==> config.mk <==
export PLATFORM = sky130hd
export DESIGN_NAME = rtcp_nack_lost_sequence_expander_top
export DESIGN_NICKNAME = d
export VERILOG_FILES = /design/src/rtl/rnack_pkg.sv /design/src/rtl/rtcp_nack_lost_sequence_expander_top.sv /design/src/rtl/rnack_parse.sv /design/src/rtl/rnack_expand.sv
export SDC_FILE = /design/constraint.sdc
export NUM_CORES = 1
export LEC_CHECK = 0
export BUFFER_PORTS_ARGS = -buffer_cell sky130_fd_sc_hd__buf_2
export CAP_MARGIN = 20
export CORE_MARGIN = 5
export CORE_UTILIZATION = 32
export DETAILED_ROUTE_END_ITERATION = 10
export PLACE_DENSITY = 0.45
export SYNTH_ARGS = -nofsm -noshare
export SYNTH_HDL_FRONTEND = slang
export SYNTH_SLANG_ARGS = --single-unit
==> constraint.sdc <==
create_clock -name clk -period 8 [get_ports clk]
set_clock_uncertainty 0.1 [all_clocks]
set_input_delay 1.2 -clock clk [delete_from_list [all_inputs] [get_ports clk]]
set_output_delay 1.2 -clock clk [all_outputs]
set_load 0.05 [all_outputs]
==> src/rtl/rnack_pkg.sv <==
// ----------------------------------------------------------------------------
// rnack_pkg
// Types and constants of the RTCP generic NACK lost-sequence expander.
// ----------------------------------------------------------------------------
package rnack_pkg;

    localparam logic [7:0]  NACK_PT       = 8'd205;
    localparam logic [4:0]  NACK_FMT      = 5'd1;
    localparam logic [1:0]  RTP_VERSION   = 2'd2;
    localparam logic [15:0] NACK_MIN_LEN  = 16'd16;
    localparam logic [15:0] NACK_HDR_LEN  = 16'd12;
    localparam logic [15:0] SSRC_FIRST    = 16'd8;
    localparam logic [15:0] BYTE_CNT_MAX  = 16'hFFFF;
    localparam logic [15:0] PT_BYTE_IDX   = 16'd1;

    localparam logic KIND_LOST   = 1'b0;
    localparam logic KIND_REJECT = 1'b1;

    // One packet byte with its framing tags.
    typedef struct packed {
        logic [7:0]  byte_value;
        logic        first_byte;
        logic [15:0] packet_len;
    } in_item_t;

    // One result.
    typedef struct packed {
        logic        kind;
        logic [15:0] seq_num;
        logic [31:0] src_ssrc;
        logic        last_of_run;
    } out_item_t;

    // Work handed from the byte parser to the expander.
    typedef struct packed {
        logic        valid;
        logic        reject;
        logic [15:0] pid;
        logic [15:0] blp;
        logic [31:0] ssrc;
    } job_t;

endpackage

==> src/rtl/rtcp_nack_lost_sequence_expander_top.sv <==
// ----------------------------------------------------------------------------
// rtcp_nack_lost_sequence_expander_top
// Parses RTCP generic NACK packets byte by byte and lists lost sequences.
// ----------------------------------------------------------------------------
//  channel  | signals                            | payload
//  ---------+------------------------------------+---------------------------
//  bytes    | byte_valid, byte_stall, byte_data  | in_item_t (byte, tags)
//  results  | nack_valid, nack_stall, nack_data  | out_item_t (kind, seq)
//
// A byte that yields no result, or only a reject, is taken without a scan.
// A byte closing an FCI block loads the PID result, then the expander scans
// the BLP bits up to the highest set bit while the byte input is held.
// A stalled result holds the scan at the next set bit and holds the byte
// input until it is taken.
// Reset clears all packet state at once; no clearing pass follows it.
// ----------------------------------------------------------------------------
module rtcp_nack_lost_sequence_expander_top (
    input  logic                 clk,
    input  logic                 rst_n,
    input  logic                 byte_valid,
    output logic                 byte_stall,
    input  rnack_pkg::in_item_t  byte_data,
    output logic                 nack_valid,
    input  logic                 nack_stall,
    output rnack_pkg::out_item_t nack_data
);
    import rnack_pkg::*;

    job_t job;
    logic busy;
    logic accept;

    // Take a request only when the expander can load its result now
    assign byte_stall = busy || (nack_valid && nack_stall);
    assign accept     = byte_valid && !byte_stall;

    rnack_parse u_parse (
        .clk    (clk),
        .rst_n  (rst_n),
        .accept (accept),
        .item   (byte_data),
        .job    (job)
    );

    rnack_expand u_expand (
        .clk       (clk),
        .rst_n     (rst_n),
        .job       (job),
        .out_stall (nack_stall),
        .out_valid (nack_valid),
        .res_data  (nack_data),
        .busy      (busy)
    );

endmodule

==> src/rtl/rnack_parse.sv <==
// ----------------------------------------------------------------------------
// rnack_parse
// Byte parser: header checks, SSRC latch and FCI block assembly.
// ----------------------------------------------------------------------------
module rnack_parse (
    input  logic               clk,
    input  logic               rst_n,
    input  logic               accept,
    input  rnack_pkg::in_item_t item,
    output rnack_pkg::job_t     job
);
    import rnack_pkg::*;

    logic [15:0] byte_count_reg, byte_count_next;
    logic [15:0] length_reg, length_next;
    logic        dropped_reg, dropped_next;
    logic [31:0] ssrc_reg, ssrc_next;
    logic [23:0] block_reg, block_next;
    logic        hdr_bad;
    logic [15:0] idx;

    assign idx = byte_count_reg;

    // First-byte header checks; (len - 12) mod 4 equals len mod 4
    assign hdr_bad = (item.packet_len < NACK_MIN_LEN) || (item.packet_len[1:0] != 2'd0)
                     || (item.byte_value[7:6] != RTP_VERSION)
                     || (item.byte_value[4:0] != NACK_FMT);

    // Decode one accepted byte
    always_comb
    begin
        byte_count_next = byte_count_reg;
        length_next     = length_reg;
        dropped_next    = dropped_reg;
        ssrc_next       = ssrc_reg;
        block_next      = block_reg;
        job             = '0;
        job.pid         = block_reg[23:8];
        job.blp         = {block_reg[7:0], item.byte_value};
        job.ssrc        = ssrc_reg;
        if (accept)
        begin
            if (item.first_byte)
            begin
                byte_count_next = 16'd1;
                length_next     = item.packet_len;
                ssrc_next       = '0;
                block_next      = '0;
                dropped_next    = hdr_bad;
                job.valid       = hdr_bad;
                job.reject      = hdr_bad;
            end
            else if (!dropped_reg && (idx < length_reg))
            begin
                if (byte_count_reg != BYTE_CNT_MAX)
                begin
                    byte_count_next = byte_count_reg + 16'd1;
                end
                if (idx == PT_BYTE_IDX)
                begin
                    if (item.byte_value != NACK_PT)
                    begin
                        dropped_next = 1'b1;
                        job.valid    = 1'b1;
                        job.reject   = 1'b1;
                    end
                end
                else if (idx[15:2] == SSRC_FIRST[15:2])
                begin
                    ssrc_next = {ssrc_reg[23:0], item.byte_value};
                end
                else if (idx < NACK_HDR_LEN)
                begin
                    // fixed header bytes carry nothing we keep
                end
                else if (idx[1:0] != 2'd3)
                begin
                    block_next = {block_reg[15:0], item.byte_value};
                end
                else
                begin
                    block_next = '0;
                    job.valid  = 1'b1;
                end
            end
        end
    end

    // Hold packet state
    always_ff @(posedge clk or negedge rst_n)
    begin
        if (!rst_n)
        begin
            byte_count_reg <= '0;
            length_reg     <= '0;
            dropped_reg    <= 1'b1;
            ssrc_reg       <= '0;
            block_reg      <= '0;
        end
        else
        begin
            byte_count_reg <= byte_count_next;
            length_reg     <= length_next;
            dropped_reg    <= dropped_next;
            ssrc_reg       <= ssrc_next;
            block_reg      <= block_next;
        end
    end

endmodule

==> src/rtl/rnack_expand.sv <==
// ----------------------------------------------------------------------------
// rnack_expand
// Result sequencer: walks the BLP mask one bit a cycle (holding at a set bit
// while the output is stalled) with a shared incrementer and drives the output register.
// ----------------------------------------------------------------------------
module rnack_expand (
    input  logic                 clk,
    input  logic                 rst_n,
    input  rnack_pkg::job_t      job,
    input  logic                 out_stall,
    output logic                 out_valid,
    output rnack_pkg::out_item_t res_data,
    output logic                 busy
);
    import rnack_pkg::*;

    typedef enum logic {
        ST_IDLE,
        ST_SCAN
    } state_t;

    state_t      state_reg, state_next;
    logic        out_valid_reg, out_valid_next;
    out_item_t   res_data_reg, res_data_next;
    logic [15:0] seq_reg, seq_next;
    logic [15:0] mask_reg, mask_next;
    logic [31:0] ssrc_reg, ssrc_next;
    logic [15:0] seq_sum;
    logic        slot_free;
    logic        rest_empty;

    // Shared incrementer: PID + i + 1 for bit i
    assign seq_sum    = seq_reg + 16'd1;
    assign slot_free  = !out_valid_reg || !out_stall;
    assign rest_empty = (mask_reg[15:1] == 15'd0);

    // Sequence results
    always_comb
    begin
        state_next     = state_reg;
        out_valid_next = out_valid_reg;
        res_data_next  = res_data_reg;
        seq_next       = seq_reg;
        mask_next      = mask_reg;
        ssrc_next      = ssrc_reg;
        if (out_valid_reg && !out_stall)
        begin
            out_valid_next = 1'b0;
        end
        case (state_reg)
            ST_IDLE:
            begin
                if (job.valid)
                begin
                    out_valid_next = 1'b1;
                    if (job.reject)
                    begin
                        res_data_next = '{kind: KIND_REJECT, seq_num: '0,
                                          src_ssrc: '0, last_of_run: 1'b1};
                    end
                    else
                    begin
                        res_data_next = '{kind: KIND_LOST, seq_num: job.pid,
                                          src_ssrc: job.ssrc,
                                          last_of_run: (job.blp == 16'd0)};
                        seq_next  = job.pid;
                        mask_next = job.blp;
                        ssrc_next = job.ssrc;
                        if (job.blp != 16'd0)
                        begin
                            state_next = ST_SCAN;
                        end
                    end
                end
            end
            ST_SCAN:
            begin
                // advance on a clear bit, or on a set bit once the slot frees
                if (!mask_reg[0] || slot_free)
                begin
                    seq_next  = seq_sum;
                    mask_next = {1'b0, mask_reg[15:1]};
                    if (mask_reg[0])
                    begin
                        out_valid_next = 1'b1;
                        res_data_next  = '{kind: KIND_LOST, seq_num: seq_sum,
                                           src_ssrc: ssrc_reg,
                                           last_of_run: rest_empty};
                    end
                    if (rest_empty)
                    begin
                        state_next = ST_IDLE;
                    end
                end
            end
            default:
            begin
                state_next = ST_IDLE;
            end
        endcase
    end

    // Hold state and registered outputs
    always_ff @(posedge clk or negedge rst_n)
    begin
        if (!rst_n)
        begin
            state_reg     <= ST_IDLE;
            out_valid_reg <= 1'b0;
            res_data_reg  <= '0;
            seq_reg       <= '0;
            mask_reg      <= '0;
            ssrc_reg      <= '0;
        end
        else
        begin
            state_reg     <= state_next;
            out_valid_reg <= out_valid_next;
            res_data_reg  <= res_data_next;
            seq_reg       <= seq_next;
            mask_reg      <= mask_next;
            ssrc_reg      <= ssrc_next;
        end
    end

    assign out_valid = out_valid_reg;
    assign res_data  = res_data_reg;
    assign busy      = (state_reg == ST_SCAN);

endmodule

==> flow_metrics.tcl, run 1 <==
set metrics [dict create \
    outcome "complete, no violations" \
    drive_gt1_frac 0.234 \
    synth-simple-area-share 0.111 \
    critPathLaunch "u_parse.byte_count_reg[14]" \
    yosysTopAreaCell "dfrtp_1" \
    worstPathRequired_ps 8290 \
    synthTopCellsByArea "dfrtp_1 55%, mux2_2 8.1%, a22o_1 5.9%, nand2_1 3.6%, mux2i_1 3.5%" \
    clock_latency_ps 510 \
    rows 62 \
    cts-resized-gates 0 \
    synth_top_area_share 0.547 \
    core_area_mm2 0.0288 \
    clk_path_buf_depth 3 \
    antenna_left 0 \
    dp_cells 1250 \
    rsz0062_at_grt "false" \
    dp_hpwl_um 15500 \
    diodes 0 \
    route.detailed.drc 0 \
    synth_edf_count 0 \
    hp-start "u_expand.res_data[32]" \
    drt-total-wl_um 23300 \
    grt_usage 0.142 \
    crit_path_start_kind "flip-flop" \
    cts_root_buf "clkbuf_16" \
    cap_violations 0 \
    wire_per_inst_um 18.0 \
    vdd_ir_drop_max_uv 161 \
    initialDrtViolationCount 412 \
    cp.arrival_ps 4160 \
    switchingPower_mw 1.46 \
    ys.warnings.count 0 \
    dieArea_mm2 0.0327 \
    cts_made_buffers 25 \
    synth_xor_area_frac 0.0244 \
    netSwitchingFraction 0.372 \
    synth_fa_ha_area_frac 0.0241 \
    vias 6436 \
    synthMuxAreaShare 0.131 \
    ctsHoldBuffers 0 \
    grt_pass1_wl_um 38400 \
    syn-num-nets 871 \
    clkPwrFrac 0.275 \
    finalMaxSlewViolations 0 \
    yosysMostFrequentCell "dfrtp_1" \
    cellPowerDensity_mw_per_mm2 359 \
    crit_fanout 29 \
    post-route-period-util 0.483 \
    grt_use_met3 0.0237 \
    port_buffers 80 \
    grt_max_degree 82 \
    p_seq_frac 0.376 \
    grt_util_met2 0.221 \
    top_usage_layer "met2" \
    avgSynthCellArea_um2 11.3 \
    synth_commonest_cells "204 x dfrtp_1, 90 x nand2_1, 67 x mux2_2" \
    synth_ff_type "dfrtp_1" \
    p_comb_frac 0.349 \
    largest_reg_flops 50 \
    synthArstFlopShare 1.00 \
    io_pins 81 \
    synthToLayoutAreaGrowth_pct 17.1 \
    syn_area_mm2 0.00933 \
    fill_cells 2837 \
    routed_via_density 4.97 \
    antenna_found_initial 1 \
    start_util 0.324 \
    synth_compound_area_frac 0.126 \
    dr.pass1.iters 4 \
    slew-limit-headroom 0.264 \
    end_kind "flip-flop" \
    gr-total-overflow 0 \
    cts_tree "yes" \
    regArea_mm2 0.00513 \
    cts_setup_buffers 0 \
    die_h_um 181 \
    max_freq_ghz 0.259 \
    netlist_instances 824 \
    p_int_mw 2.46 \
    cts_htree_levels 1 \
    multiInputGateArea_mm2 0.00392 \
    synth_top_family_by_area "multiplexers" \
    ys_ff_latch 205 \
    final_cells 1294 \
    clk_pin_slew_ps 60 \
    leakagePower_nw 5.24 \
    period_needed_ps 3860 \
    hold_violations 0 \
    worst_slew_pin_slew_ps 1100 \
    cts_sinks 205 \
    tns_ps 0 \
    grt_pass1_vias 6625 \
    nNetsFinal 941 \
    yosysSeqAreaShare 0.550 \
    reg2reg_from "u_parse.byte_count_reg[14]" \
    crit_type "flip-flop to flip-flop" \
    setup_violations 0 \
    grtUsageMet1 0.211 \
    synth.distinct_cells 53 \
    routabilityCongestion 0.740 \
    die_w_um 181 \
    hp-class "flip-flop to flip-flop" \
]
==> critical path: stages, from the launching register on <==
cell	delay (ps)
dfrtp_1	430
ha_1	330
nand4_1	170
nor3_1	320
a311oi_2	230
a21oi_2	750
o31a_1	420
o21a_1	170
buf_4	420
mux2_2	390
==> worst paths after layout <==
| check | to | slack, ps | depth (start not counted) |
|---|---|---|---|
| min reg2reg | u_expand.res_data[32] | 370 | 2 |
| max | u_expand.mask_reg[1] | 4140 | 9 |
| max in group asynchronous | u_expand.mask_reg[13] | 5850 | 2 |
| min | u_expand.res_data[32] | 370 | 2 |
| max reg2reg | u_expand.mask_reg[1] | 4140 | 9 |
| min in group asynchronous | u_expand.res_data[18] | 600 | 1 |
==> cells in the final DEF, fill, tap and decap left out, types with 9 or more instances in the layout <==
| cell | synthesis | layout |
|---|---|---|
| ha_1 | 18 | 18 |
| mux2i_1 | 33 | 33 |
| buf_2 | 5 | 79 |
| a21oi_1 | 23 | 22 |
| o21ai_0 | 65 | 65 |
| nor3_1 | 11 | 10 |
| mux2_2 | 67 | 67 |
| nand4_1 | 13 | 13 |
| dfrtp_1 | 204 | 203 |
| mux2_4 | 9 | 9 |
| xnor2_1 | 18 | 18 |
| nor2_1 | 40 | 39 |
| nand3_1 | 18 | 18 |
| inv_1 | 29 | 29 |
| nor4_1 | 15 | 15 |
| clkbuf_16 | 0 | 25 |
| a22o_1 | 63 | 63 |
| nand2_1 | 90 | 90 |
==> routing by layer <==
layer  share of wire  wire length (µm)  vias up
li1                -                 -     3111
met1            0.50             11700     3207
met2            0.45             10400       88
met3           0.038               896       28
met4           0.015               339        2
met5         0.00047                11        -
==> logic make-up after synthesis <==
kind of cell	Yosys count
adder cells (fa/ha/maj)	18
AND/OR/NAND/NOR	218
multiplexers	109
AO/OA/AOI/OAI	173
flip-flops	205
XOR/XNOR	26
buffers and inverters	75
==> power by group through the flow <==
stage / Sequential (mW) / Combinational, mW / Clock (mW)
global placement: 1.49 / 1.39 / 0
finish: 1.48 / 1.37 / 1.08
global route: 1.51 / 1.52 / 1.16
detailed placement: 1.49 / 1.39 / 0
CTS: 1.48 / 1.40 / 1.12
floorplan: 1.57 / 0.930 / 0
==> cell type report <==
cell class	count	area share
Sequential cell	205	0.470
Multi-Input combinational cell	544	0.359
Clock buffer	37	0.0669
Timing Repair Buffer	89	0.0448
Tap cell	384	0.0440
Inverter	29	0.00997
Clock inverter	6	0.00504
==> per-stage QoR <==
stage	total power, mW	area, µm²	util	setup slack (ps)	hold slack [ps]
2_1_floorplan	2.50	9330	-	4560	346
3_3_place_gp	2.88	10100	0.351	3630	359
3_5_place_dp	2.88	10100	0.351	3600	365
4_1_cts	3.99	10900	0.379	3860	378
5_1_grt	4.19	10900	0.379	3900	398
6_report	3.92	10900	0.379	4140	372
No activity file was read; power rests on OpenSTA's default activity.
==> run 2: changes to the inputs <==
--- a/config.mk
+++ b/config.mk
@@ -5,6 +5,7 @@
 export SDC_FILE = /design/constraint.sdc
 export NUM_CORES = 1
 export LEC_CHECK = 0
+export ABC_AREA = 1
 export BUFFER_PORTS_ARGS = -buffer_cell sky130_fd_sc_hd__buf_2
 export CAP_MARGIN = 20
 export CORE_MARGIN = 5
==> constraint.sdc (replaced) <==
create_clock -name clk -period 4 [get_ports clk]
set_clock_uncertainty 0.1 [all_clocks]
set_input_delay 0.6 -clock clk [delete_from_list [all_inputs] [get_ports clk]]
set_output_delay 0.6 -clock clk [all_outputs]
set_load 0.05 [all_outputs]
==> run 2 against run 1 <==
Effect of this change:
- the flow now finishes with violations (negative hold slack)
- utilization shrank 0.51 points
- total power grew 100%
- sequential power up 95%
- cell area grew 7.3%
- sequential share of layout area down 3.2 points
- fmax increased by 28%
- flip-flop and latch count stayed put
- clock power is 130% higher
- routed wire length up 20%
- final cell count up 35%
- worst setup slack got worse by 3200 ps
- largest cell class unchanged
- largest power group unchanged
==> flow_metrics.tcl, run 2 <==
set metrics [dict create \
    grt_pass1_wl_um 47600 \
    timing.hold.ws_ps -19.8 \
    drt-total-wl_um 28000 \
    period_needed_ps 3020 \
    cts_htree_levels 1 \
    cts_tree "yes" \
    die_h_um 187 \
    dieArea_mm2 0.0351 \
    grt_max_degree 88 \
    crit_fanout 32 \
    synth_ff_type "dfrtp_1" \
    fill_cells 3292 \
    cts_made_buffers 26 \
    die_w_um 187 \
    tns_ps 0 \
    vdd_ir_drop_max_uv 346 \
    synth_edf_count 0 \
    yosysMostFrequentCell "nand2_1" \
    outcome "finished with violations" \
    cap_violations 0 \
    synthTopCellsByArea "dfrtp_1 51%, nand2_1 18%, o21ai_0 5.2%, nand3_1 4.8%, nand4_1 3.7%" \
    ys.warnings.count 0 \
    synthToLayoutAreaGrowth_pct 16.4 \
    leakagePower_nw 5.95 \
    clk_pin_slew_ps 60 \
    cellPowerDensity_mw_per_mm2 684 \
    rows 65 \
    end_kind "flip-flop" \
    yosysSeqAreaShare 0.509 \
    cts_root_buf "clkbuf_16" \
    drive_gt1_frac 0.125 \
    routed_via_density 4.91 \
    multiInputGateArea_mm2 0.00428 \
    ctsHoldBuffers 0 \
    avgSynthCellArea_um2 7.89 \
    synthArstFlopShare 1.00 \
    grtUsageMet1 0.217 \
    diodes 0 \
    cts_setup_buffers 0 \
    clock_latency_ps 530 \
    cp.arrival_ps 3370 \
    synth.distinct_cells 36 \
    synth_top_area_share 0.507 \
    netlist_instances 1276 \
    wire_per_inst_um 16.0 \
    antenna_found_initial 0 \
    worstPathRequired_ps 4350 \
    cts-resized-gates 0 \
    synth_commonest_cells "486 x nand2_1, 204 x dfrtp_1, 105 x o21ai_0" \
    route.detailed.drc 0 \
    hold_violations 3 \
    final_common_cell "nand2_1" \
    dp_cells 1703 \
    yosysTopAreaCell "dfrtp_1" \
    core_area_mm2 0.0313 \
    dp_hpwl_um 18400 \
    crit_type "flip-flop to flip-flop" \
    worst_slew_pin_slew_ps 871 \
    grt_use_met3 0.0228 \
    cts_sinks 205 \
    finalMaxSlewViolations 0 \
    regArea_mm2 0.00513 \
    dr.pass1.iters 5 \
    syn_area_mm2 0.0101 \
    start_util 0.322 \
    syn-num-nets 1323 \
    ys_ff_latch 205 \
    final_cell_mix "486 x nand2_1, 203 x dfrtp_1, 105 x o21ai_0" \
    clk_path_buf_depth 3 \
    antenna_left 0 \
    post-route-period-util 0.755 \
    initialDrtViolationCount 479 \
    port_buffers 80 \
    gr-total-overflow 0 \
    top_usage_layer "met2" \
    setup_violations 0 \
    final_cells 1751 \
    max_freq_ghz 0.331 \
    hp-class "input port to async pin" \
    vias 8594 \
    nNetsFinal 1376 \
    grt_pass1_vias 8877 \
    largest_reg_flops 50 \
    slew-limit-headroom 0.419 \
    routabilityCongestion 0.797 \
    crit_path_start_kind "flip-flop" \
    io_pins 81 \
    violations "negative hold slack" \
    grt_usage 0.163 \
    rsz0062_at_grt "false" \
    grt_util_met2 0.284 \
]
-- run 2: final timing paths --
path	slack (ps)	start	cells past startpoint	to
worst max-delay path	980	u_parse.byte_count_reg[11]	12	u_expand.ssrc_reg[29]
worst min-delay path	-20	rst_n	1	u_expand.res_data[26]
worst max register to register	980	u_parse.byte_count_reg[11]	12	u_expand.ssrc_reg[29]
worst min register to register	370	u_expand.res_data[49]	2	u_expand.res_data[49]
max in group asynchronous	2910	rst_n	2	u_expand.mask_reg[15]
min in group clk	180	byte_data[3]	3	u_parse.length_reg[3]
-- run 2: cell families after synthesis --
logic type,synth area share
AND/OR/NAND/NOR,0.309
flip-flops,0.509
AO/OA/AOI/OAI,0.0834
buffers and inverters,0.0667
adder cells (fa/ha/maj),0.0224
XOR/XNOR,0.00870
-- run 2: critical path, cell delays in order, from the launching register on --
cell and delay [ps]:
dfrtp_1 470, ha_1 330, a21oi_1 120, o21ai_0 110, a21oi_1 220, nand2_1 100, nand2_2 110, nand3_2 430
buf_12 350, nand2_1 70, buf_4 320, nand2_1 80, o21ai_0 80
-- run 2: layer usage --
layer,wire [µm],up-vias
met5,0,-
met4,526,0
met3,917,35
met2,13700,119
met1,12800,4142
li1,-,4298
-- run 2: final cells by class --
| class | instances | area share |
|---|---|---|
| clock buffer | 42 | 0.0700 |
| multi-input combinational | 916 | 0.365 |
| sequential | 205 | 0.438 |
| clock inverter | 6 | 0.00811 |
| timing repair buffer | 100 | 0.0509 |
| tap | 402 | 0.0429 |
| inverter | 80 | 0.0256 |
-- run 2: per-stage QoR --
step	setup slack (ps)	area (µm²)	power [mW]	util
final	978	11700	8.02	0.374
after global routing	569	11700	8.66	0.374
after CTS	871	11700	8.19	0.374
after detailed placement	694	10800	5.69	0.345
after global placement	752	10800	5.66	0.345
after floorplan	1820	10100	4.87	-
-- run 2: power breakdown --
group          internal, mW  leakage, nW  switching, mW  total (mW)
Combinational         0.716         2.72           1.99        2.70
Sequential             2.56         2.78          0.321        2.88
Clock                  1.53        0.453          0.915        2.44
Total                  4.80         5.95           3.22        8.02
==> run 3: changes to the inputs <==
--- a/config.mk
+++ b/config.mk
@@ -11,7 +11,7 @@
 export CORE_MARGIN = 5
 export CORE_UTILIZATION = 32
 export DETAILED_ROUTE_END_ITERATION = 10
-export PLACE_DENSITY = 0.45
+export PLACE_DENSITY = 0.47
 export SYNTH_ARGS = -nofsm -noshare
 export SYNTH_HDL_FRONTEND = slang
 export SYNTH_SLANG_ARGS = --single-unit
==> constraint.sdc (replaced) <==
create_clock -name clk -period 2.52 [get_ports clk]
set_clock_uncertainty 0.1 [all_clocks]
set_input_delay 0.378 -clock clk [delete_from_list [all_inputs] [get_ports clk]]
set_output_delay 0.378 -clock clk [all_outputs]
set_load 0.05 [all_outputs]
==> run 3 against run 2 <==
Effect of this change:
- critical path type is now flip-flop to primary output
- sequential power grew 59%
- sequential share of layout area fell by 1.9 points
- cell area grew 4.5%
- the flow now finishes without violations
- via count up 0.27%
- clock-buffer cell count shrank 8
==> flow_metrics.tcl, run 3 (synthesis results as in run 2) <==
set metrics [dict create \
    cap_violations 0 \
    worstPathRequired_ps 2040 \
    period_needed_ps 2330 \
    hold-path-endpoint "u_parse.length_reg[5]" \
    die_w_um 187 \
    crit_fanout 49 \
    hold_violations 0 \
    reg2reg_to "u_expand.ssrc_reg[26]" \
    start_util 0.322 \
    top_layer "met4" \
    hp-class "input port to flip-flop" \
    route.detailed.drc 0 \
    crit_type "flip-flop to primary output" \
    worst_slew_pin_slew_ps 637 \
    hold_path_depth 3 \
    dp_cells 1729 \
    wire_per_inst_um 15.7 \
    leakagePower_nw 6.22 \
    timing.hold.ws_ps 21.4 \
    clk_pin_slew_ps 60 \
    routed_via_density 4.80 \
    r2r_cells 12 \
    met2_length_um 13800 \
    outcome "complete, no violations" \
    die_h_um 187 \
    antenna_left 0 \
    nNetsFinal 1422 \
    antenna_found_initial 0 \
    post-route-period-util 0.926 \
    drive_gt1_frac 0.145 \
    r2r_slack_ps 200 \
    max_freq_ghz 0.429 \
    diodes 0 \
    cts_tree "yes" \
    initialDrtViolationCount 523 \
    end_kind "primary output" \
    cts_made_buffers 24 \
    dp_hpwl_um 19000 \
    reg2reg_from "u_parse.byte_count_reg[12]" \
    dr.pass1.iters 4 \
    gr-total-overflow 0 \
    finalMaxSlewViolations 0 \
    cellPowerDensity_mw_per_mm2 1070 \
    dieArea_mm2 0.0351 \
    crit_path_start_kind "flip-flop" \
    final_cells 1795 \
    grt_usage 0.158 \
    largest_reg_flops 50 \
    grt_pass1_vias 8682 \
    cts_htree_levels 1 \
    final_common_cell "nand2_1" \
    vias 8617 \
    hp-start "byte_data[5]" \
    slew-limit-headroom 0.575 \
    clk_path_buf_depth 3 \
    rows 65 \
    routabilityCongestion 0.815 \
    cts_root_buf "clkbuf_16" \
    io_pins 81 \
    synthToLayoutAreaGrowth_pct 21.6 \
    final_cell_mix "485 x nand2_1, 203 x dfrtp_1, 105 x o21ai_0" \
    clock_latency_ps 520 \
    setup_violations 0 \
    cts_sinks 205 \
    grt_pass1_wl_um 46800 \
    port_buffers 80 \
    final_core_util 0.391 \
    wl_met1_um 13100 \
    vdd_ir_drop_max_uv 621 \
    grt_max_degree 77 \
    cp.arrival_ps 1860 \
    drt-total-wl_um 28200 \
    core_area_mm2 0.0313 \
    dr_wl_met3_um 808 \
]
[run 3: critical path, stage by stage (launching register included)]
cell and delay, ps:
dfrtp_2 430, inv_2 70, buf_4 470, nand2_1 130
buf_2 230
[run 3: metal layers]
layer,track usage,up-vias
met5,0,-
met2,0.279,126
met1,0.213,4095
li1,-,4368
met4,0.0288,0
met3,0.0194,28
[run 3: how the worst max path moves through the flow]
stage | from | to | slack (ps) | cells after the start
after floorplan | u_parse.byte_count_reg[5] | u_expand.ssrc_reg[11] | 410 | 15
after global placement | u_parse.byte_count_reg[15] | u_expand.res_data[46] | 30 | 13
after detailed placement | u_parse.byte_count_reg[15] | u_expand.res_data[42] | 40 | 12
after CTS | u_parse.byte_count_reg[15] | u_expand.res_data[47] | 20 | 12
after global routing | u_parse.length_reg[5] | u_expand.res_data[32] | -0.4 | 16
final | u_expand.busy | byte_stall | 190 | 4
[run 3: stage by stage]
| step | TNS, ps | power [mW] | setup slack (ps) | area [µm²] |
|---|---|---|---|---|
| final | 0 | 13.1 | 187 | 12200 |
| after global routing | -0.415 | 14.1 | -0.415 | 12200 |
| after floorplan | 0 | 7.73 | 407 | 10100 |
| after detailed placement | 0 | 9.38 | 35.3 | 11100 |
| after CTS | 0 | 13.2 | 16.4 | 12100 |
| after global placement | 0 | 9.34 | 27.3 | 11100 |
[run 3: power breakdown]
| group | internal (mW) | switching, mW |
|---|---|---|
| logic | 1.46 | 3.37 |
| clock network | 2.29 | 1.39 |
| registers | 4.08 | 0.505 |
| total | 7.83 | 5.26 |
[run 3: what timing repair did]
item | in CTS | in global routing
hold endpoints to repair | 58 | 0
hold buffers | 16 | 0
setup endpoints to repair | 0 | 115
gates resized for setup | 0 | 9
setup buffers | 0 | 4
[run 3: final cells by class]
type / count / area, µm²
Fill cell: 3181 / 19100
Sequential cell: 205 / 5130
Multi-Input combinational cell: 916 / 4320
Timing Repair Buffer: 148 / 1150
Clock buffer: 34 / 719
Tap cell: 402 / 503
Inverter: 80 / 300
Clock inverter: 10 / 125
